===== src/rtl/core/dmlr_pkg.sv =====
// ----------------------------------------------------------------------------
// Dashed midpoint line rasteriser package
// Operation codes, register map and stipple constants shared by the block.
// ----------------------------------------------------------------------------
package dmlr_pkg;

    typedef enum logic [1:0] {
        OP_TICK  = 2'd0,
        OP_LOAD  = 2'd1,
        OP_CLEAR = 2'd2
    } t_op;

    localparam int unsigned OP_W = 2;

    // Register map: index of each configuration register.
    localparam logic REG_STIPPLE = 1'b0;

    localparam int unsigned PATTERN_W = 16;
    localparam logic [PATTERN_W-1:0] PATTERN_RESET = 16'h1FFF;

endpackage


===== src/rtl/core/dashed_midpoint_line_rasterizer_unit.sv =====
// ----------------------------------------------------------------------------
// Dashed midpoint line rasteriser
// Walks a midpoint line one pixel per tick word and applies a line stipple.
// ----------------------------------------------------------------------------
// Input words arrive on the s_axis channel: tuser carries the operation
// (tick, load segment, clear stipple phase) and tdata the two endpoints, used
// on a load only. Each tick word while a segment is active yields one pixel
// word on the m_axis channel: tdata holds the coordinates, tuser the stipple
// visibility and tlast marks the final pixel of the segment. Loads, phase
// clears and ticks without a segment produce no word.
// An accepted word is held in the input register and its pixel is then
// computed and written to the output register. A word is accepted every
// cycle unless the receiver stalls; the single add-and-compare step of the
// decision term sets that rate.
// When the receiver stalls, the output register holds its pixel, the input
// register holds at most one further word and s_axis_tready stays low while
// that word waits for the output register.
// The stipple pattern is written over the APB port at address 0.
// Reset clears the walk state, the stipple phase and both registers' valid
// flags, and restores the stipple pattern to its reset value.
// ----------------------------------------------------------------------------
module dashed_midpoint_line_rasterizer_unit #(
    parameter int unsigned COORD_BITS  = 12,
    parameter int unsigned PATTERN_LEN = 16
) (
    input  logic                                   i_clk,
    input  logic                                   i_rst_n,
    // Input channel.
    input  logic                                   s_axis_tvalid,
    output logic                                   s_axis_tready,
    // tdata, lowest bits first: start_x, start_y, end_x, end_y, zero fill.
    input  logic [((4*COORD_BITS+7)/8)*8-1:0]      s_axis_tdata,
    // tuser: operation.
    input  logic [dmlr_pkg::OP_W-1:0]              s_axis_tuser,
    // Output channel.
    output logic                                   m_axis_tvalid,
    input  logic                                   m_axis_tready,
    // tdata, lowest bits first: pixel_x, pixel_y, zero fill.
    output logic [((2*COORD_BITS+7)/8)*8-1:0]      m_axis_tdata,
    // tuser: visible.
    output logic                                   m_axis_tuser,
    output logic                                   m_axis_tlast,
    // Configuration port.
    input  logic                                   psel,
    input  logic                                   penable,
    input  logic                                   pwrite,
    input  logic [2:0]                             paddr,
    input  logic [31:0]                            pwdata,
    output logic [31:0]                            prdata,
    output logic                                   pready
);

    import dmlr_pkg::*;

    localparam int unsigned CB    = COORD_BITS;
    localparam int unsigned DW    = CB + 4;
    localparam int unsigned SW    = CB + 2;
    localparam int unsigned PH_W  = $clog2(PATTERN_LEN);
    localparam int unsigned IN_W  = ((4*CB+7)/8)*8;
    localparam int unsigned OUT_W = ((2*CB+7)/8)*8;

    // Configuration register.
    logic [PATTERN_W-1:0] r_pattern;

    assign pready = 1'b1;

    always_ff @(posedge i_clk) begin
        if (!i_rst_n) begin
            r_pattern <= PATTERN_RESET;
        end else if (psel && penable && pwrite && pready && (paddr[2] == REG_STIPPLE)) begin
            r_pattern <= pwdata[PATTERN_W-1:0];
        end
    end

    assign prdata = (paddr[2] == REG_STIPPLE) ? {{(32-PATTERN_W){1'b0}}, r_pattern} : 32'd0;

    // Input register.
    logic                r_in_valid;
    logic [OP_W-1:0]     r_in_op;
    logic [4*CB-1:0]     r_in_coords;
    logic                adv;

    assign s_axis_tready = !r_in_valid || adv;

    always_ff @(posedge i_clk) begin
        if (!i_rst_n) begin
            r_in_valid <= 1'b0;
        end else if (s_axis_tready) begin
            r_in_valid <= s_axis_tvalid;
        end
    end

    always_ff @(posedge i_clk) begin
        if (s_axis_tvalid && s_axis_tready) begin
            r_in_op     <= s_axis_tuser;
            r_in_coords <= s_axis_tdata[4*CB-1:0];
        end
    end

    // Segment setup from the held load word.
    logic        [CB-1:0] su_major_pos, su_minor_pos, su_major_end, su_origin;
    logic signed [DW-1:0] su_decision;
    logic signed [SW-1:0] su_step_a, su_step_b;
    logic                 su_mirrored, su_steep;

    dmlr_setup #(
        .COORD_BITS (CB)
    ) u_setup (
        .i_start_x       (r_in_coords[CB-1:0]),
        .i_start_y       (r_in_coords[2*CB-1:CB]),
        .i_end_x         (r_in_coords[3*CB-1:2*CB]),
        .i_end_y         (r_in_coords[4*CB-1:3*CB]),
        .o_major_pos     (su_major_pos),
        .o_minor_pos     (su_minor_pos),
        .o_major_end     (su_major_end),
        .o_mirror_origin (su_origin),
        .o_decision      (su_decision),
        .o_step_a        (su_step_a),
        .o_step_b        (su_step_b),
        .o_mirrored      (su_mirrored),
        .o_steep         (su_steep)
    );

    // Walk state.
    logic        [CB-1:0]   r_major_pos, r_minor_pos, r_major_end, r_origin;
    logic signed [DW-1:0]   r_decision;
    logic signed [SW-1:0]   r_step_a, r_step_b;
    logic                   r_mirrored, r_steep, r_active;
    logic        [PH_W-1:0] r_phase;

    logic        [CB-1:0]   n_major_pos, n_minor_pos, n_major_end, n_origin;
    logic signed [DW-1:0]   n_decision;
    logic signed [SW-1:0]   n_step_a, n_step_b;
    logic                   n_mirrored, n_steep, n_active;
    logic        [PH_W-1:0] n_phase;

    // Output register.
    logic                r_out_valid;
    logic [CB-1:0]       r_px, r_py;
    logic                r_vis, r_last;

    logic                produce;
    logic [CB-1:0]       px, py, py_raw;
    logic                vis, last;
    logic [PATTERN_W-1:0] pat_shift;

    always_comb begin
        n_major_pos = r_major_pos;
        n_minor_pos = r_minor_pos;
        n_major_end = r_major_end;
        n_origin    = r_origin;
        n_decision  = r_decision;
        n_step_a    = r_step_a;
        n_step_b    = r_step_b;
        n_mirrored  = r_mirrored;
        n_steep     = r_steep;
        n_active    = r_active;
        n_phase     = r_phase;
        produce     = 1'b0;

        if (r_steep) begin
            px     = r_minor_pos;
            py_raw = r_major_pos;
        end else begin
            px     = r_major_pos;
            py_raw = r_minor_pos;
        end
        // A falling line was walked rising; reflect it back about the start row.
        if (r_mirrored) begin
            py = {r_origin[CB-2:0], 1'b0} - py_raw;
        end else begin
            py = py_raw;
        end

        last = (r_major_pos == r_major_end);
        if (r_phase == PH_W'(PATTERN_LEN - 1)) begin
            pat_shift = r_pattern;
            vis       = r_pattern[0];
        end else begin
            pat_shift = r_pattern >> (r_phase + 1'b1);
            vis       = pat_shift[0];
        end

        case (t_op'(r_in_op))
            OP_LOAD: begin
                n_major_pos = su_major_pos;
                n_minor_pos = su_minor_pos;
                n_major_end = su_major_end;
                n_origin    = su_origin;
                n_decision  = su_decision;
                n_step_a    = su_step_a;
                n_step_b    = su_step_b;
                n_mirrored  = su_mirrored;
                n_steep     = su_steep;
                n_active    = 1'b1;
            end
            OP_CLEAR: begin
                n_phase = '0;
            end
            OP_TICK: begin
                if (r_active) begin
                    produce = 1'b1;
                    if (r_phase == PH_W'(PATTERN_LEN - 1)) begin
                        n_phase = '0;
                    end else begin
                        n_phase = r_phase + 1'b1;
                    end
                    if (last) begin
                        n_active = 1'b0;
                    end else begin
                        n_major_pos = r_major_pos + 1'b1;
                        if (r_decision > 0) begin
                            n_minor_pos = r_minor_pos + 1'b1;
                            n_decision  = r_decision + {{(DW-SW){r_step_b[SW-1]}}, r_step_b};
                        end else begin
                            n_decision  = r_decision + {{(DW-SW){r_step_a[SW-1]}}, r_step_a};
                        end
                    end
                end
            end
            default: begin
            end
        endcase
    end

    // A held word that yields no pixel never waits for the output register.
    assign adv = r_in_valid && (!produce || !r_out_valid || m_axis_tready);

    always_ff @(posedge i_clk) begin
        if (!i_rst_n) begin
            r_major_pos <= '0;
            r_minor_pos <= '0;
            r_major_end <= '0;
            r_origin    <= '0;
            r_decision  <= '0;
            r_step_a    <= '0;
            r_step_b    <= '0;
            r_mirrored  <= 1'b0;
            r_steep     <= 1'b0;
            r_active    <= 1'b0;
            r_phase     <= '0;
        end else if (adv) begin
            r_major_pos <= n_major_pos;
            r_minor_pos <= n_minor_pos;
            r_major_end <= n_major_end;
            r_origin    <= n_origin;
            r_decision  <= n_decision;
            r_step_a    <= n_step_a;
            r_step_b    <= n_step_b;
            r_mirrored  <= n_mirrored;
            r_steep     <= n_steep;
            r_active    <= n_active;
            r_phase     <= n_phase;
        end
    end

    always_ff @(posedge i_clk) begin
        if (!i_rst_n) begin
            r_out_valid <= 1'b0;
        end else if (adv && produce) begin
            r_out_valid <= 1'b1;
        end else if (m_axis_tready) begin
            r_out_valid <= 1'b0;
        end
    end

    always_ff @(posedge i_clk) begin
        if (adv && produce) begin
            r_px   <= px;
            r_py   <= py;
            r_vis  <= vis;
            r_last <= last;
        end
    end

    assign m_axis_tvalid = r_out_valid;
    assign m_axis_tdata  = OUT_W'({r_py, r_px});
    assign m_axis_tuser  = r_vis;
    assign m_axis_tlast  = r_last;

    // Padding bits of the input word, the upper pwdata bits and paddr[1:0] carry nothing.
    logic unused_pad;
    assign unused_pad = ^(s_axis_tdata >> (4*CB)) ^ ^pwdata[31:PATTERN_W] ^ ^paddr[1:0];

endmodule


===== src/rtl/core/dmlr_setup.sv =====
// ----------------------------------------------------------------------------
// Segment setup
// Orders the endpoints by x, folds the line into the first octant and derives
// the start position, end position and decision terms of the midpoint walk.
// ----------------------------------------------------------------------------
module dmlr_setup #(
    parameter int unsigned COORD_BITS = 12
) (
    input  logic signed [COORD_BITS-1:0] i_start_x,
    input  logic signed [COORD_BITS-1:0] i_start_y,
    input  logic signed [COORD_BITS-1:0] i_end_x,
    input  logic signed [COORD_BITS-1:0] i_end_y,
    output logic        [COORD_BITS-1:0] o_major_pos,
    output logic        [COORD_BITS-1:0] o_minor_pos,
    output logic        [COORD_BITS-1:0] o_major_end,
    output logic        [COORD_BITS-1:0] o_mirror_origin,
    output logic signed [COORD_BITS+3:0] o_decision,
    output logic signed [COORD_BITS+1:0] o_step_a,
    output logic signed [COORD_BITS+1:0] o_step_b,
    output logic                         o_mirrored,
    output logic                         o_steep
);

    localparam int unsigned CB = COORD_BITS;

    logic signed [CB-1:0] ax, ay, bx, by;
    logic        [CB:0]   dx_full, dy_full;
    logic        [CB-1:0] dx, dy, dmaj, dmin;
    logic        [CB:0]   dstep;

    always_comb begin
        if (i_start_x > i_end_x) begin
            ax = i_end_x;
            ay = i_end_y;
            bx = i_start_x;
            by = i_start_y;
        end else begin
            ax = i_start_x;
            ay = i_start_y;
            bx = i_end_x;
            by = i_end_y;
        end

        o_mirrored = (ay > by);
        dx_full = {bx[CB-1], bx} - {ax[CB-1], ax};
        if (o_mirrored) begin
            dy_full = {ay[CB-1], ay} - {by[CB-1], by};
        end else begin
            dy_full = {by[CB-1], by} - {ay[CB-1], ay};
        end
        // Both differences are non-negative and below 2^COORD_BITS.
        dx = dx_full[CB-1:0];
        dy = dy_full[CB-1:0];

        o_steep = (dy > dx);
        o_mirror_origin = ay;
        if (o_steep) begin
            o_major_pos = ay;
            o_minor_pos = ax;
            o_major_end = ay + dy;
            dmaj        = dy;
            dmin        = dx;
        end else begin
            o_major_pos = ax;
            o_minor_pos = ay;
            o_major_end = bx;
            dmaj        = dx;
            dmin        = dy;
        end

        o_decision = {3'b000, dmin, 1'b0} - {4'b0000, dmaj};
        o_step_a   = {1'b0, dmin, 1'b0};
        dstep      = {1'b0, dmin} - {1'b0, dmaj};
        o_step_b   = {dstep, 1'b0};
    end

endmodule


===== config.mk =====
export PLATFORM = sky130hd
export DESIGN_NAME = dashed_midpoint_line_rasterizer_unit
export DESIGN_NICKNAME = d
export VERILOG_FILES = /design/src/rtl/core/dmlr_pkg.sv /design/src/rtl/core/dashed_midpoint_line_rasterizer_unit.sv /design/src/rtl/core/dmlr_setup.sv
export SDC_FILE = /design/constraint.sdc
export NUM_CORES = 1
export LEC_CHECK = 0
export ABC_CLOCK_PERIOD_IN_PS = 11150
export BUFFER_PORTS_ARGS = -buffer_cell sky130_fd_sc_hd__buf_4
export CORE_ASPECT_RATIO = 1.5
export CORE_MARGIN = 3
export CORE_UTILIZATION = 45
export CTS_CLUSTER_SIZE = 16
export DETAILED_ROUTE_END_ITERATION = 10
export PLACE_DENSITY = 0.68
export RECOVER_POWER = 25
export REMOVE_ABC_BUFFERS = 1
export SLEW_MARGIN = 30
export SYNTH_ARGS = -nofsm -noshare
export SYNTH_HDL_FRONTEND = slang
export SYNTH_SLANG_ARGS = --single-unit

===== constraint.sdc =====
create_clock -name i_clk -period 11.15 [get_ports i_clk]
set_input_delay 0.5575 -clock i_clk [delete_from_list [all_inputs] [get_ports i_clk]]
set_output_delay 0.5575 -clock i_clk [all_outputs]
set_load 0.03 [all_outputs]

# Word-level counts from Yosys, hierarchy flattened
# Index checks and enable logic that the tools add are counted.
# Widths: inputs -> output; s select.
# totals
regBits	189
in_bits	92
# op_classes
n_addsub	12
order_cmp	4
n_eq_ne	7
n_shift	1
mux	36
n_bitwise	1
reduce_logical	21
# ops
operator	count
$mux 12	18
$mux 16	4
$pmux 12 s2	2
$sub 12x12->12	4
$gt 12x12->1	3
$pmux 16 s2	1
$add 12x1->12 const B	2
$add 16x13->16	1
$add 16x16->16	1
$gt 16x1->1 const B	1
$shr 16x4->1	1
$sub 13x12->14	1
$sub 12x12->13	1
$add 12x12->12	1
$eq 12x12->1	1
$mux 4	2
$pmux 4 s2	1
$mux 1	7
$logic_and 1x1->1	6
$ne 2x2->1 const B	3
$reduce_bool 2->1	3
$reduce_and 5->1	1
$add 4x1->4 const B	1
$eq 4x4->1 const B	1
10 further kinds	15

# Logic depth before layout (Yosys ltp)
# Gate-level depths: netlist of the first run.
# depth
ltp_word	8
depth_mapped	52

# Hierarchy
# Synthesis of the first run repeated with hierarchy kept, for this count alone.
# unflattened
hier_cells	1865
hier_area_um2	15153.3
# by_module_without_submodules
module	instances	cells_each	area_per_inst_um2	seq_area_each_um2
dashed_midpoint_line_rasterizer_unit	1	1011	9572.9	4604.4
dmlr_setup	1	854	5580.4	0.0

# Worst setup path after synthesis of the first run
# OpenSTA, ideal clock, no wires.
# synth_path
path_type	reg2reg
start	register r_in_coords[11]
end	register r_decision[8]
t_arrival_ps	11237
path_slack_ps	-219
path_stages_with_launch	51
n_path_buf	14
cell_sequence	edfxtp_1 > ha_1 > and2b_1 > o221ai_2 > a21oi_1 > a21oi_2 > buf_2 > clkbuf_1 > buf_2 > buf_1 > clkbuf_1 > clkbuf_1 > clkbuf_1 > mux2i_1 > ha_1 > nor2_1 > o21bai_1 > and2_1 > [15 not listed] > clkbuf_1 > clkbuf_1 > buf_1 > clkbuf_1 > buf_1 > o21ai_0 > ha_1 > a21oi_1 > nand3_1 > nor3_1 > a2111oi_0 > o211a_1 > a211o_1 > a211oi_2 > o211ai_1 > a21o_1 > a311oi_1 > nor3_1
# synth_via
elab_chain_len	8
word_cells_on_any_way	15
# synth_rtl
element	line_no	source
start: declaration	dashed_midpoint_line_rasterizer_unit.sv:80	logic [4*CB-1:0] r_in_coords;
start signal: assignment	dashed_midpoint_line_rasterizer_unit.sv:96	r_in_coords <= s_axis_tdata[4*CB-1:0];
$gt 12x12->1	dmlr_setup.sv:32	if (i_start_x > i_end_x) begin
$mux 12	dmlr_setup.sv:32	
$sub 12x12->12 (tied with other cells)	dmlr_setup.sv:49	dy_full = {by[CB-1], by} - {ay[CB-1], ay};
$mux 12	dmlr_setup.sv:46	if (o_mirrored) begin
$gt 12x12->1	dmlr_setup.sv:55	o_steep = (dy > dx);
$mux 12	dmlr_setup.sv:57	if (o_steep) begin
$sub 13x12->14 (*)	dmlr_setup.sv:71	o_decision = {3'b000, dmin, 1'b0} - {4'b0000, dmaj};
$pmux 16 s2 (*)	dashed_midpoint_line_rasterizer_unit.sv:184	case (t_op'(r_in_op))
end signal: assignment	dashed_midpoint_line_rasterizer_unit.sv:247	r_decision <= n_decision;
end: declaration	dashed_midpoint_line_rasterizer_unit.sv:126	logic signed [DW-1:0] r_decision;
# Mark *: on every way between the ends. The rest lies on a longest branch, timed or not.
# A chain may end at the register's enable or synchronous reset.

# Worst setup path in the final report of the first run
# layout_path
start	register r_in_coords[1]
end	register r_decision[8]
# The elaborated chain is that of the path after synthesis.

==> report_table.html, run 1 <==
<table>
<tr><th>Metric</th><th>Value</th></tr>
<tr><th colspan="2">Placement</th></tr>
<tr><td>Total placed cells including tap cells</td><td>2245</td></tr>
<tr><td>Hpwl dp</td><td>31910 um</td></tr>
<tr><td>Pre-CTS setup slack</td><td>1.375 ns</td></tr>
<tr><td>Final weighted congestion of routability-driven global placement</td><td>0.9346</td></tr>
<tr><td>Port Buffer Count</td><td>117</td></tr>
<tr><th colspan="2">Worst hold path</th></tr>
<tr><td>Worst hold path endpoint</td><td>r_in_coords[17]</td></tr>
<tr><td>Type of the most critical hold path</td><td>input port to flop</td></tr>
<tr><td>Hold wc startpoint</td><td>s_axis_tdata[17]</td></tr>
<tr><td>Count of cells along the worst hold path</td><td>1</td></tr>
<tr><th colspan="2">Drt</th></tr>
<tr><td>Antenna violation net count after detailed routing</td><td>0</td></tr>
<tr><td>Iteration-0 DRC count of the detailed router</td><td>787</td></tr>
<tr><td>Pre-antenna DRT Iters</td><td>5</td></tr>
<tr><td>Average wire per cell in the routed design</td><td>18.41 um</td></tr>
<tr><td>DR vias</td><td>13420</td></tr>
<tr><td>Number of DRC violations after detailed routing</td><td>0</td></tr>
<tr><td>Mean number of vias per cell</td><td>5.896</td></tr>
<tr><td>Total wire length after detailed routing</td><td>41900 um</td></tr>
<tr><th colspan="2">Die</th></tr>
<tr><td>IO Count</td><td>153</td></tr>
<tr><td>Total Die Area</td><td>0.03486 sq mm</td></tr>
<tr><td>DIE HEIGHT</td><td>227.2 um</td></tr>
<tr><td>Core Rows</td><td>80</td></tr>
<tr><td>Horizontal die dimension</td><td>153.5 um</td></tr>
<tr><td>Core Region</td><td>0.03203 sq mm</td></tr>
<tr><td>Effective utilization at floorplan</td><td>45.82%</td></tr>
<tr><th colspan="2">Timing</th></tr>
<tr><td>Worst setup margin</td><td>1.190 ns</td></tr>
<tr><td>Final setup TNS</td><td>0 ns</td></tr>
<tr><td>Number of slew-limit violations in the final report</td><td>0</td></tr>
<tr><td>Transition time at the pin with the least slew margin</td><td>1.473 ns</td></tr>
<tr><td>Final clock skew</td><td>0.01080 ns</td></tr>
<tr><td>Final setup viols</td><td>0</td></tr>
<tr><td>Achievable Freq</td><td>0.1004 GHz</td></tr>
<tr><td>Final hold violation count</td><td>0</td></tr>
<tr><td>Time the final worst path needs with I/O delays and setup</td><td>9.960 ns</td></tr>
<tr><td>Unrepaired setup endpoints after global routing</td><td>false</td></tr>
<tr><td>Worst slew margin relative to its limit</td><td>1.782%</td></tr>
<tr><td>Share of the clock period used by the worst path after layout</td><td>89.32%</td></tr>
<tr><th colspan="2">Critical path</th></tr>
<tr><td>Kind of end point of the critical path</td><td>flop</td></tr>
<tr><td>Flop2flop setup slack</td><td>1.19 ns</td></tr>
<tr><td>Startpoint of the worst setup timing path</td><td>r_in_coords[1]</td></tr>
<tr><td>Worst-path maximum fanout</td><td>24</td></tr>
<tr><td>Worst r2r path cells</td><td>36</td></tr>
<tr><td>R2r startpoint</td><td>r_in_coords[1]</td></tr>
<tr><td>Crit path largest cell delay</td><td>0.68 ns</td></tr>
<tr><td>Worst reg2reg path endpoint</td><td>r_decision[8]</td></tr>
<tr><td>Crit path max-delay cell type</td><td>o21ai_4</td></tr>
<tr><td>Kind of start point of the critical path</td><td>flop</td></tr>
<tr><td>Data arrival time of the worst path</td><td>10.27 ns</td></tr>
<tr><td>Class of the most critical setup path</td><td>flop to flop</td></tr>
<tr><td>Data required, critical path</td><td>11.46 ns</td></tr>
<tr><th colspan="2">Clock network</th></tr>
<tr><td>Number of setup buffers added after CTS</td><td>0</td></tr>
<tr><td>CTS tree</td><td>built</td></tr>
<tr><td>Clock net sink count</td><td>189</td></tr>
<tr><td>Max H-tree Level</td><td>4</td></tr>
<tr><td>Clk slew on worst S/H paths</td><td>0.08 ns</td></tr>
<tr><td>Cts-stage hold buffer count</td><td>0</td></tr>
<tr><td>Number of gates resized after cts</td><td>0</td></tr>
<tr><td>Clock root buffer</td><td>clkbuf_16</td></tr>
<tr><td>Clock buffer depth</td><td>2</td></tr>
<tr><td>CTS Buf Count</td><td>17</td></tr>
<tr><td>Clock Latency Late Sink</td><td>0.46 ns</td></tr>
<tr><th colspan="2">Synth</th></tr>
<tr><td>Number of distinct library cells after synthesis</td><td>102</td></tr>
<tr><td>Xor/xnor share of the synthesized area</td><td>5.499%</td></tr>
<tr><td>Post-synth top cells</td><td>nand2_1 (190), nor2_1 (184), a21oi_1 (158)</td></tr>
<tr><td>Mean instance size in the synthesized netlist</td><td>8.167 sq um</td></tr>
<tr><td>Synth warnings</td><td>0</td></tr>
<tr><td>Proportion of netlist area held by the largest area contributor</td><td>15.55%</td></tr>
<tr><td>Sequential fraction of the synthesis area</td><td>30.96%</td></tr>
<tr><td>Dominant combinational cell family by area after synthesis</td><td>compound AO/OA/AOI/OAI gates</td></tr>
<tr><td>Mapped cell area</td><td>0.01468 sq mm</td></tr>
<tr><td>Top post-synthesis cells by area</td><td>edfxtp_1 (16%), dfxtp_1 (15%), ha_1 (6.1%), a21oi_1 (5.4%), nand2_1 (4.9%)</td></tr>
<tr><td>Cells after synthesis</td><td>1797</td></tr>
<tr><td>Multiplexer area fraction after synthesis</td><td>6.820%</td></tr>
<tr><td>Post-synthesis simple-gate area fraction</td><td>19.32%</td></tr>
<tr><td>Area share of fa/ha/maj cells after synthesis</td><td>7.502%</td></tr>
<tr><td>Synth area leader</td><td>edfxtp_1</td></tr>
<tr><td>Main synth FF type</td><td>dfxtp_1</td></tr>
<tr><td>Most common cell in the netlist</td><td>nand2_1</td></tr>
<tr><td>Synthesized-area fraction occupied by ao, oa, aoi and oai cells</td><td>24.20%</td></tr>
<tr><td>Post-synth EDFFs</td><td>76</td></tr>
<tr><td>FFs w/ async S/R, synth</td><td>0%</td></tr>
<tr><td>Seq cells post-synth</td><td>189</td></tr>
<tr><th colspan="2">GRT</th></tr>
<tr><td>Overall overflow remaining after global route</td><td>0</td></tr>
<tr><td>Global-route total usage across every layer</td><td>23.41%</td></tr>
<tr><td>Pin count of the biggest net entering global routing</td><td>79</td></tr>
<tr><td>First-pass GRT wire length</td><td>66200 um</td></tr>
<tr><td>Number of antenna violations at the first check in global routing</td><td>0</td></tr>
<tr><td>Vias in the first global route</td><td>12830</td></tr>
<tr><th colspan="2">Cells and area</th></tr>
<tr><td>Antenna Cells</td><td>0</td></tr>
<tr><td>Post-route insts no fill</td><td>2276</td></tr>
<tr><td>Area growth, synth to finish</td><td>11.16%</td></tr>
<tr><td>Proportion of layout cells with a drive suffix above 1</td><td>12.86%</td></tr>
<tr><td>Total number of nets in the final design</td><td>2021</td></tr>
<tr><th colspan="2">Run status</th></tr>
<tr><td>Status</td><td>completed</td></tr>
<tr><th colspan="2">Job</th></tr>
<tr><td>Total of max-cap violations</td><td>0</td></tr>
<tr><th colspan="2">Pwr</th></tr>
<tr><td>Peak supply drop</td><td>0.0003209 V</td></tr>
<tr><td>Static Leakage</td><td>6.347 nW</td></tr>
<tr><td>PwrDens</td><td>302.3 mW/mm^2</td></tr>
</table>
-- cell type report --
class | count | area, sq um
fill | 3101 | 15720
multi-input combinational | 1427 | 9413
sequential | 189 | 4544
timing repair buffer | 138 | 998.5
tap | 410 | 513.0
clock buffer | 20 | 457.9
inverter | 81 | 304.0
clock inverter | 11 | 83.83
-- registers in the layout, summed over array words and instances (netlist names), 13 cells and up --
| register | flops |
|---|---|
| r_step_b | 13 |
| r_pattern | 16 |
| r_in_coords | 48 |
| r_decision | 16 |
-- power breakdown --
group,internal (W),switching [W]
Clock,0.000301,0.000290
Sequential,0.000774,0.0000562
Combinational,0.00133,0.00218
Total,0.00241,0.00252
-- worst max-delay path by stage --
stage,end,slack (ns),cells after the start
finish,r_decision[8],1.19,36
detailed placement,r_decision[8],1.38,36
global route,r_decision[8],0.49,36
floorplan,r_decision[8],-4.25,35
global placement,r_decision[8],1.60,36
CTS,r_decision[8],1.34,36
-- metal layers --
metal  routed length, um  track usage, %
met1               16780           27.06
met3                1630           2.720
met2               21500           42.84
met5                   0               0
met4                1995           11.69
-- critical path: cells and delay by family (launching register included) --
family | cells | cell delay, ns
flip-flops | 1 | 0.53
AO/OA/AOI/OAI | 20 | 5.19
adder cells (fa/ha/maj) | 4 | 1.32
buffers and inverters | 2 | 0.40
XOR/XNOR | 1 | 0.34
multiplexers | 4 | 1.39
AND/OR/NAND/NOR | 5 | 0.60
-- cell usage in the layout, fill, tap and decap left out, types with 20 or more instances in the layout --
cell type and count:
a31oi_1 20, a211oi_1 32, nand2b_1 21, ha_1 71
nor3_1 34, inv_1 78, clkbuf_4 42, dfxtp_1 113
a21oi_1 158, nand3_1 62, nor2_1 180, o211ai_1 37
o21a_1 21, edfxtp_1 76, o21bai_1 22, nor2b_1 34
mux2_2 32, mux2i_1 51, buf_4 86, xnor2_1 73
nand2_1 190, o21ai_0 86
-- through the flow --
step | hold WS [ns] | instance area [sq um] | util, % | power [W]
2_1_floorplan | 0.4284 | 14210 | - | 0.003462
3_3_place_gp | 0.4399 | 15810 | 49.34 | 0.004252
3_5_place_dp | 0.4406 | 15810 | 49.36 | 0.004313
4_1_cts | 0.2517 | 16350 | 51.05 | 0.004913
5_1_grt | 0.2797 | 16310 | 50.93 | 0.005332
6_report | 0.2886 | 16310 | 50.93 | 0.004932
-- cells by family after synthesis --
group                      after synthesis
and+or+nand+nor                        613
AOI/OAI and AO/OA                      529
buffers and inverters                  196
DFF                                    189
xor gates and xnor gates                90
muxes                                   90
adders and majority gates               88
other                                    2
Note: power is estimated with default switching activity, not from simulation.
==> run 2, diff against run 1 <==
- BUFFER_PORTS_ARGS: -buffer_cell sky130_fd_sc_hd__buf_4 -> -buffer_cell sky130_fd_sc_hd__buf_2
==> run 2 against run 1 <==
The run now ends with capacitance limit, slew limit left. Clock skew rose by 0.00092 ns. Global-route usage grew 0.12 points. Critical endpoint unchanged. Clock power increased by 7.4%. Largest cell class unchanged. Wire length rose by 0.93%. Critical path depth decreased by 2. Via count fell by 0.13%.
==> report_table.html, run 2 (synthesis results as in run 1) <==
<table>
<tr><th>Metric</th><th>Value</th></tr>
<tr><th colspan="2">Clock network</th></tr>
<tr><td>Cts-stage hold buffer count</td><td>0 (unchanged)</td></tr>
<tr><td>Clk slew on worst S/H paths</td><td>0.08 ns (about the same)</td></tr>
<tr><td>CTS Buf Count</td><td>17 (unchanged)</td></tr>
<tr><td>Clock root buffer</td><td>clkbuf_16</td></tr>
<tr><td>Clock Latency Late Sink</td><td>0.46 ns (about the same)</td></tr>
<tr><td>Number of gates resized after cts</td><td>0 (unchanged)</td></tr>
<tr><td>Max H-tree Level</td><td>4 (unchanged)</td></tr>
<tr><td>Number of setup buffers added after CTS</td><td>0 (unchanged)</td></tr>
<tr><td>Clock buffer depth</td><td>2 (unchanged)</td></tr>
<tr><td>Clock net sink count</td><td>189 (unchanged)</td></tr>
<tr><td>CTS tree</td><td>built</td></tr>
<tr><th colspan="2">Critical path</th></tr>
<tr><td>Data arrival time of the worst path</td><td>10.14 ns (-0.13 ns)</td></tr>
<tr><td>Crit path max-delay cell type</td><td>o21ai_4</td></tr>
<tr><td>Flop2flop setup slack</td><td>1.33 ns (+0.14 ns)</td></tr>
<tr><td>Worst reg2reg path endpoint</td><td>r_decision[8]</td></tr>
<tr><td>Worst r2r path cells</td><td>34 (-5.6%)</td></tr>
<tr><td>Crit path largest cell delay</td><td>0.65 ns (-0.03 ns)</td></tr>
<tr><td>Class of the most critical setup path</td><td>flop to flop</td></tr>
<tr><td>Kind of end point of the critical path</td><td>flop</td></tr>
<tr><td>Worst-path maximum fanout</td><td>24 (unchanged)</td></tr>
<tr><td>Startpoint of the worst setup timing path</td><td>r_in_coords[1]</td></tr>
<tr><td>Kind of start point of the critical path</td><td>flop</td></tr>
<tr><td>Most frequent CP cell</td><td>a21o_1</td></tr>
<tr><td>R2r startpoint</td><td>r_in_coords[1]</td></tr>
<tr><td>Data required, critical path</td><td>11.46 ns (about the same)</td></tr>
<tr><th colspan="2">Cells and area</th></tr>
<tr><td>Total number of nets in the final design</td><td>2026 (+0.25%)</td></tr>
<tr><td>Highest-count cells in the layout ignoring fill and taps</td><td>nand2_1 (190), nor2_1 (180), a21oi_1 (158)</td></tr>
<tr><td>Biggest register</td><td>r_in_coords</td></tr>
<tr><td>Final-layout fill cell count</td><td>3127 (+0.84%)</td></tr>
<tr><td>Registers with the most flip-flops</td><td>r_in_coords x48, r_decision x16, r_pattern x16</td></tr>
<tr><td>Antenna Cells</td><td>0 (unchanged)</td></tr>
<tr><td>Area growth, synth to finish</td><td>9.898%</td></tr>
<tr><td>Flip-flop count of the largest register after layout</td><td>48 (unchanged)</td></tr>
<tr><td>Footprint of the multi-input gates</td><td>0.009413 sq mm (unchanged)</td></tr>
<tr><td>Post-route insts no fill</td><td>2282 (+0.26%)</td></tr>
<tr><td>Proportion of layout cells with a drive suffix above 1</td><td>13.09% (+0.23 points)</td></tr>
<tr><td>Area of all placed cells without fillers</td><td>0.01613 sq mm (-1.1%)</td></tr>
<tr><td>Leading cell type in the layout, fill and taps excluded</td><td>nand2_1</td></tr>
<tr><td>Seq. cell area</td><td>0.004544 sq mm (unchanged)</td></tr>
<tr><th colspan="2">Run status</th></tr>
<tr><td>Status</td><td>complete, but fails checks</td></tr>
<tr><td>Violated checks</td><td>capacitance limit, slew limit</td></tr>
<tr><th colspan="2">GRT</th></tr>
<tr><td>First-pass GRT wire length</td><td>66040 um (-0.24%)</td></tr>
<tr><td>Number of antenna violations at the first check in global routing</td><td>0 (unchanged)</td></tr>
<tr><td>Pin count of the biggest net entering global routing</td><td>79 (unchanged)</td></tr>
<tr><td>Global-route total usage across every layer</td><td>23.53% (+0.12 points)</td></tr>
<tr><td>Overall overflow remaining after global route</td><td>0 (unchanged)</td></tr>
<tr><td>Vias in the first global route</td><td>12590 (-1.9%)</td></tr>
<tr><th colspan="2">Timing</th></tr>
<tr><td>Share of the clock period used by the worst path after layout</td><td>88.11% (-1.2 points)</td></tr>
<tr><td>Transition time at the pin with the least slew margin</td><td>1.565 ns (+0.09223 ns)</td></tr>
<tr><td>Time the final worst path needs with I/O delays and setup</td><td>9.824 ns (-0.1353 ns)</td></tr>
<tr><td>Final clock skew</td><td>0.01171 ns (+0.0009160 ns)</td></tr>
<tr><td>Unrepaired setup endpoints after global routing</td><td>false</td></tr>
<tr><td>Final setup viols</td><td>0 (unchanged)</td></tr>
<tr><td>Worst setup margin</td><td>1.326 ns (+0.1353 ns)</td></tr>
<tr><td>Final setup TNS</td><td>0 ns (unchanged)</td></tr>
<tr><td>Achievable Freq</td><td>0.1018 GHz (+1.4%)</td></tr>
<tr><td>Worst slew margin relative to its limit</td><td>-4.367% (-6.1 points)</td></tr>
<tr><td>Number of slew-limit violations in the final report</td><td>26 (+26)</td></tr>
<tr><td>Final hold violation count</td><td>0 (unchanged)</td></tr>
<tr><th colspan="2">Drt</th></tr>
<tr><td>Iteration-0 DRC count of the detailed router</td><td>844 (+7.2%)</td></tr>
<tr><td>DR vias</td><td>13400 (-0.13%)</td></tr>
<tr><td>Number of DRC violations after detailed routing</td><td>0 (unchanged)</td></tr>
<tr><td>Total wire length after detailed routing</td><td>42290 um (+0.93%)</td></tr>
<tr><td>Met3 wire length</td><td>1613 um (-1.0%)</td></tr>
<tr><td>Mean number of vias per cell</td><td>5.872 (-0.40%)</td></tr>
<tr><td>Antenna violation net count after detailed routing</td><td>0 (unchanged)</td></tr>
<tr><td>Met2 Wirelength</td><td>21900 um (+1.9%)</td></tr>
<tr><td>Top routing layer used</td><td>met4</td></tr>
<tr><td>Pre-antenna DRT Iters</td><td>6 (+1)</td></tr>
<tr><td>DRT met1 WL</td><td>16960 um (+1.1%)</td></tr>
<tr><td>Average wire per cell in the routed design</td><td>18.53 um (+0.67%)</td></tr>
<tr><th colspan="2">Pwr</th></tr>
<tr><td>Total power after layout</td><td>0.004972 W (+0.81%)</td></tr>
<tr><td>Static Leakage</td><td>6.305 nW (-0.66%)</td></tr>
<tr><td>Peak supply drop</td><td>0.0002400 V (-25%)</td></tr>
<tr><td>PwrDens</td><td>308.2 mW/mm^2 (+2.0%)</td></tr>
<tr><th colspan="2">Die</th></tr>
<tr><td>Core Rows</td><td>80 (unchanged)</td></tr>
<tr><td>DIE HEIGHT</td><td>227.2 um (unchanged)</td></tr>
<tr><td>Effective utilization at floorplan</td><td>45.82% (unchanged)</td></tr>
<tr><td>Horizontal die dimension</td><td>153.5 um (unchanged)</td></tr>
<tr><td>Total Die Area</td><td>0.03486 sq mm (unchanged)</td></tr>
<tr><td>IO Count</td><td>153 (unchanged)</td></tr>
<tr><td>Core Region</td><td>0.03203 sq mm (unchanged)</td></tr>
<tr><th colspan="2">Job</th></tr>
<tr><td>Total of max-cap violations</td><td>1 (+1)</td></tr>
<tr><th colspan="2">Worst hold path</th></tr>
<tr><td>Count of cells along the worst hold path</td><td>1 (unchanged)</td></tr>
<tr><td>Worst hold path endpoint</td><td>r_in_coords[39]</td></tr>
<tr><td>Type of the most critical hold path</td><td>input port to flop</td></tr>
<tr><td>Hold wc startpoint</td><td>s_axis_tdata[39]</td></tr>
<tr><th colspan="2">Placement</th></tr>
<tr><td>Instance area after placement</td><td>0.01555 sq mm (-1.6%)</td></tr>
<tr><td>Hpwl dp</td><td>32220 um (+0.96%)</td></tr>
<tr><td>Pre-CTS setup slack</td><td>1.462 ns (+0.08683 ns)</td></tr>
<tr><td>Final weighted congestion of routability-driven global placement</td><td>0.9591 (+2.6%)</td></tr>
<tr><td>Total placed cells including tap cells</td><td>2250 (+0.22%)</td></tr>
<tr><td>Port Buffer Count</td><td>117 (unchanged)</td></tr>
</table>
[run 2: critical path, delay by kind of cell (launching register included)]
kind	cells	cell delay (ns)
compound gates	19	5.58
xor+xnor	1	0.36
fa+ha+maj	3	1.25
buf+inv	3	0.53
flops	1	0.53
mux	1	0.31
simple gates	7	1.08
[run 2: per-stage QoR]
| stage | hold WS (ns) | util [%] |
|---|---|---|
| after floorplan | 0.4284 | - |
| after global placement | 0.4387 | 48.55 |
| after detailed placement | 0.4431 | 48.55 |
| after CTS | 0.2491 | 50.39 |
| after global routing | 0.2581 | 50.36 |
| final | 0.2623 | 50.36 |
[run 2: report_power, final]
part           total (W)  switching [W]  internal [W]
registers       0.000830      0.0000560      0.000774
logic            0.00351        0.00217       0.00134
clock network   0.000635       0.000299      0.000337
total            0.00497        0.00252       0.00245
[run 2: final cells by class]
class                           count  share of cell area [%]
Clock buffer                       24                   3.258
Clock inverter                      8                  0.4034
Inverter                           81                   1.885
Multi-Input combinational cell   1427                   58.36
Sequential cell                   189                   28.17
Tap cell                          410                   3.181
Timing Repair Buffer              143                   4.740
[run 2: how the worst max path moves through the flow]
stage,to,slack [ns]
5_1_grt,r_decision[8],0.73
3_5_place_dp,r_decision[8],1.46
6_report,r_decision[8],1.33
4_1_cts,r_decision[8],1.41
3_3_place_gp,r_decision[8],1.57
2_1_floorplan,r_decision[8],-4.25
[run 2: per-layer routing]
layer  vias up  track usage [%]
li1       6633                -
met1      6323            27.64
met2       362            43.47
met3        83            2.244
met4         0            10.60
met5         -                0
==> run 3, diff against run 2 <==
- CORE_MARGIN: 3 -> 4
- CORE_UTILIZATION: 45 -> 55
- PLACE_DENSITY: 0.68 -> 0.8
==> run 3 against run 2 <==
The flow finishes with violations (capacitance limit). Die area shrank 16%. Maximum frequency grew 1.8%. Clock skew grew 0.00055 ns. Highest routed layer unchanged. Non-clock buffer count shrank 7. Combinational power shrank 1%. Cell count shrank 3.5%. Final area shrank 0.95%. Sequential power is essentially flat. Largest cell class unchanged. Core utilization grew 10 points. Largest power group unchanged.
==> report_table.html, run 3 (synthesis results as in run 1) <==
<table>
<tr><th>Metric</th><th>Value</th></tr>
<tr><th colspan="2">Worst hold path</th></tr>
<tr><td>Worst hold path endpoint</td><td>r_in_coords[16]</td></tr>
<tr><td>Count of cells along the worst hold path</td><td>1 (unchanged)</td></tr>
<tr><td>Type of the most critical hold path</td><td>input port to flop</td></tr>
<tr><td>Hold wc startpoint</td><td>s_axis_tdata[16]</td></tr>
<tr><th colspan="2">Drt</th></tr>
<tr><td>Antenna violation net count after detailed routing</td><td>0 (unchanged)</td></tr>
<tr><td>Total wire length after detailed routing</td><td>41380 um (-2.1%)</td></tr>
<tr><td>Average wire per cell in the routed design</td><td>18.78 um (+1.4%)</td></tr>
<tr><td>Top routing layer used</td><td>met4</td></tr>
<tr><td>Pre-antenna DRT Iters</td><td>6 (unchanged)</td></tr>
<tr><td>Number of DRC violations after detailed routing</td><td>0 (unchanged)</td></tr>
<tr><td>DRT met1 WL</td><td>15550 um (-8.3%)</td></tr>
<tr><td>Iteration-0 DRC count of the detailed router</td><td>1074 (+27%)</td></tr>
<tr><td>Met2 Wirelength</td><td>21610 um (-1.3%)</td></tr>
<tr><td>DR vias</td><td>13770 (+2.8%)</td></tr>
<tr><td>Met3 wire length</td><td>1998 um (+24%)</td></tr>
<tr><td>Mean number of vias per cell</td><td>6.252 (+6.5%)</td></tr>
<tr><th colspan="2">Clock network</th></tr>
<tr><td>CTS tree</td><td>built</td></tr>
<tr><td>Clock Latency Late Sink</td><td>0.47 ns (about the same)</td></tr>
<tr><td>Clock root buffer</td><td>clkbuf_16</td></tr>
<tr><td>Number of gates resized after cts</td><td>0 (unchanged)</td></tr>
<tr><td>Clock buffer depth</td><td>2 (unchanged)</td></tr>
<tr><td>CTS Buf Count</td><td>17 (unchanged)</td></tr>
<tr><td>Number of setup buffers added after CTS</td><td>0 (unchanged)</td></tr>
<tr><td>Max H-tree Level</td><td>4 (unchanged)</td></tr>
<tr><td>Cts-stage hold buffer count</td><td>0 (unchanged)</td></tr>
<tr><td>Clock net sink count</td><td>189 (unchanged)</td></tr>
<tr><td>Clk slew on worst S/H paths</td><td>0.07 ns (about the same)</td></tr>
<tr><th colspan="2">Run status</th></tr>
<tr><td>Status</td><td>complete, but fails checks</td></tr>
<tr><td>Violated checks</td><td>capacitance limit</td></tr>
<tr><th colspan="2">Timing</th></tr>
<tr><td>Share of the clock period used by the worst path after layout</td><td>86.57% (-1.5 points)</td></tr>
<tr><td>Achievable Freq</td><td>0.1036 GHz (+1.8%)</td></tr>
<tr><td>Transition time at the pin with the least slew margin</td><td>1.497 ns (-0.06888 ns)</td></tr>
<tr><td>Number of slew-limit violations in the final report</td><td>0 (-100%)</td></tr>
<tr><td>Worst slew margin relative to its limit</td><td>0.2255% (+4.6 points)</td></tr>
<tr><td>Time the final worst path needs with I/O delays and setup</td><td>9.653 ns (-0.1715 ns)</td></tr>
<tr><td>Final hold violation count</td><td>0 (unchanged)</td></tr>
<tr><td>Unrepaired setup endpoints after global routing</td><td>false</td></tr>
<tr><td>Final clock skew</td><td>0.01226 ns (+0.0005509 ns)</td></tr>
<tr><td>Final setup viols</td><td>0 (unchanged)</td></tr>
<tr><td>Final Hold Slack</td><td>0.2597 ns (-0.002589 ns)</td></tr>
<tr><th colspan="2">Placement</th></tr>
<tr><td>Final weighted congestion of routability-driven global placement</td><td>0.9696 (+1.1%)</td></tr>
<tr><td>Port Buffer Count</td><td>117 (unchanged)</td></tr>
<tr><td>Hpwl dp</td><td>30830 um (-4.3%)</td></tr>
<tr><th colspan="2">Die</th></tr>
<tr><td>Core Rows</td><td>73 (-8.8%)</td></tr>
<tr><td>Horizontal die dimension</td><td>141.4 um (-7.9%)</td></tr>
<tr><td>DIE HEIGHT</td><td>208.1 um (-8.4%)</td></tr>
<tr><td>IO Count</td><td>153 (unchanged)</td></tr>
<tr><td>Total Die Area</td><td>0.02942 sq mm (-16%)</td></tr>
<tr><td>Effective utilization at floorplan</td><td>55.60% (+9.8 points)</td></tr>
<tr><td>Core Region</td><td>0.02640 sq mm (-18%)</td></tr>
<tr><th colspan="2">GRT</th></tr>
<tr><td>First-pass GRT wire length</td><td>66250 um (+0.32%)</td></tr>
<tr><td>Overall overflow remaining after global route</td><td>0 (unchanged)</td></tr>
<tr><td>Pin count of the biggest net entering global routing</td><td>86 (+8.9%)</td></tr>
<tr><td>Global-route total usage across every layer</td><td>27.71% (+4.2 points)</td></tr>
<tr><td>Number of antenna violations at the first check in global routing</td><td>1 (+1)</td></tr>
<tr><td>Vias in the first global route</td><td>13150 (+4.5%)</td></tr>
<tr><th colspan="2">Critical path</th></tr>
<tr><td>Class of the most critical setup path</td><td>flop to flop</td></tr>
<tr><td>Data arrival time of the worst path</td><td>9.97 ns (-0.17 ns)</td></tr>
<tr><td>Crit path max-delay cell type</td><td>o41ai_1</td></tr>
<tr><td>Flop2flop setup slack</td><td>1.50 ns (+0.17 ns)</td></tr>
<tr><td>Worst-path maximum fanout</td><td>17 (-29%)</td></tr>
<tr><td>Worst reg2reg path endpoint</td><td>r_decision[8]</td></tr>
<tr><td>Worst r2r path cells</td><td>37 (+8.8%)</td></tr>
<tr><td>Kind of start point of the critical path</td><td>flop</td></tr>
<tr><td>Crit path largest cell delay</td><td>0.56 ns (-0.09 ns)</td></tr>
<tr><td>Data required, critical path</td><td>11.47 ns (about the same)</td></tr>
<tr><td>Kind of end point of the critical path</td><td>flop</td></tr>
<tr><td>R2r startpoint</td><td>r_in_coords[9]</td></tr>
<tr><th colspan="2">Pwr</th></tr>
<tr><td>Portion of total power attributed to sequential cells</td><td>16.9% (+0.2 points)</td></tr>
<tr><td>Internal power consumption</td><td>0.002428 W (-0.91%)</td></tr>
<tr><td>Clk network pwr share</td><td>12.5% (-0.3 points)</td></tr>
<tr><td>Total power after layout</td><td>0.004922 W (-1.0%)</td></tr>
<tr><td>Net switching power</td><td>0.002494 W (-1.1%)</td></tr>
<tr><td>Net Sw Frac</td><td>50.67% (about the same)</td></tr>
<tr><td>Static Leakage</td><td>6.269 nW (-0.57%)</td></tr>
<tr><td>PwrDens</td><td>308.1 mW/mm^2 (about the same)</td></tr>
<tr><td>Peak supply drop</td><td>0.0003378 V (+41%)</td></tr>
<tr><td>Combinational Power Share</td><td>70.6% (about the same)</td></tr>
<tr><th colspan="2">Cells and area</th></tr>
<tr><td>Biggest register</td><td>r_in_coords</td></tr>
<tr><td>Total number of nets in the final design</td><td>2019 (-0.35%)</td></tr>
<tr><td>Registers with the most flip-flops</td><td>r_in_coords x48, r_decision x16, r_pattern x16</td></tr>
<tr><td>Flip-flop count of the largest register after layout</td><td>48 (unchanged)</td></tr>
<tr><td>Leading cell type in the layout, fill and taps excluded</td><td>nand2_1</td></tr>
<tr><td>Highest-count cells in the layout ignoring fill and taps</td><td>nand2_1 (190), nor2_1 (180), a21oi_1 (158)</td></tr>
<tr><td>Proportion of layout cells with a drive suffix above 1</td><td>12.92% (-0.17 points)</td></tr>
<tr><td>Area growth, synth to finish</td><td>8.858%</td></tr>
<tr><td>Final-layout fill cell count</td><td>2345 (-25%)</td></tr>
<tr><th colspan="2">Job</th></tr>
<tr><td>Total of max-cap violations</td><td>1 (unchanged)</td></tr>
</table>
==> run 3: cell count changes in the layout (fill, tap and decap cells not counted), sizes merged <==
cell | before | now
clkbuf | 35 | 28
buf | 132 | 128
clkinv | 2 | 6
inv | 86 | 84
bufinv | 0 | 1
clkinvlp | 1 | 2
diode | 0 | 1
==> run 3: metal layers <==
metal	up-vias	track usage, %
met5	-	0
met4	0	15.70
met3	137	2.805
li1	6621	-
met1	6522	31.56
met2	494	49.84
==> run 3: critical path: cells and delay by family, from the launching register on <==
kind | cells | cell delay [ns]
compound gates | 20 | 4.98
flops | 1 | 0.44
xor+xnor | 1 | 0.40
mux | 1 | 0.31
fa+ha+maj | 4 | 1.43
buf+inv | 4 | 0.62
simple gates | 7 | 1.33
==> run 3: stage by stage <==
stage / setup TNS (ns) / setup WS, ns / area (sq um) / instances / utilization, %
after floorplan: -144.23 / -4.255 / 14210 / 1697 / -
after global placement: 0 / 1.949 / 15410 / 2170 / 58.36
after detailed placement: 0 / 1.809 / 15410 / 2170 / 58.37
after CTS: 0 / 1.751 / 15980 / 2202 / 60.54
after global routing: 0 / 0.8863 / 15980 / 2203 / 60.53
final: 0 / 1.497 / 15980 / 2203 / 60.53
==> run 3: cell type report <==
class / count / area (sq um) / share of cell area [%]
inverters: 81 / 304.0 / 1.903
clock buffers: 20 / 467.9 / 2.929
flip-flops and latches: 189 / 4544 / 28.44
diodes: 1 / 2.502 / 0.01566
repair buffers: 136 / 715.7 / 4.480
multi-input cells: 1427 / 9415 / 58.93
well taps: 337 / 421.7 / 2.639
clock inverters: 12 / 105.1 / 0.6578
==> run 3: worst max path at each step <==
stage,depth (start not counted),endpoint,startpoint
after floorplan,35,r_decision[8],r_in_coords[11]
after global placement,36,r_decision[8],r_in_coords[9]
after detailed placement,37,r_decision[8],r_in_coords[9]
after CTS,36,r_decision[8],r_in_coords[9]
after global routing,36,r_decision[8],r_in_coords[9]
final,37,r_decision[8],r_in_coords[9]
==> run 3: power groups by stage <==
| stage | Sequential, W | Combinational, W | Clock [W] |
|---|---|---|---|
| 5_1_grt | 0.000839 | 0.00379 | 0.000647 |
| 3_3_place_gp | 0.000843 | 0.00331 | 0 |
| 2_1_floorplan | 0.000831 | 0.00263 | 0 |
| 3_5_place_dp | 0.000846 | 0.00339 | 0 |
| 4_1_cts | 0.000831 | 0.00341 | 0.000621 |
| 6_report | 0.000833 | 0.00347 | 0.000615 |
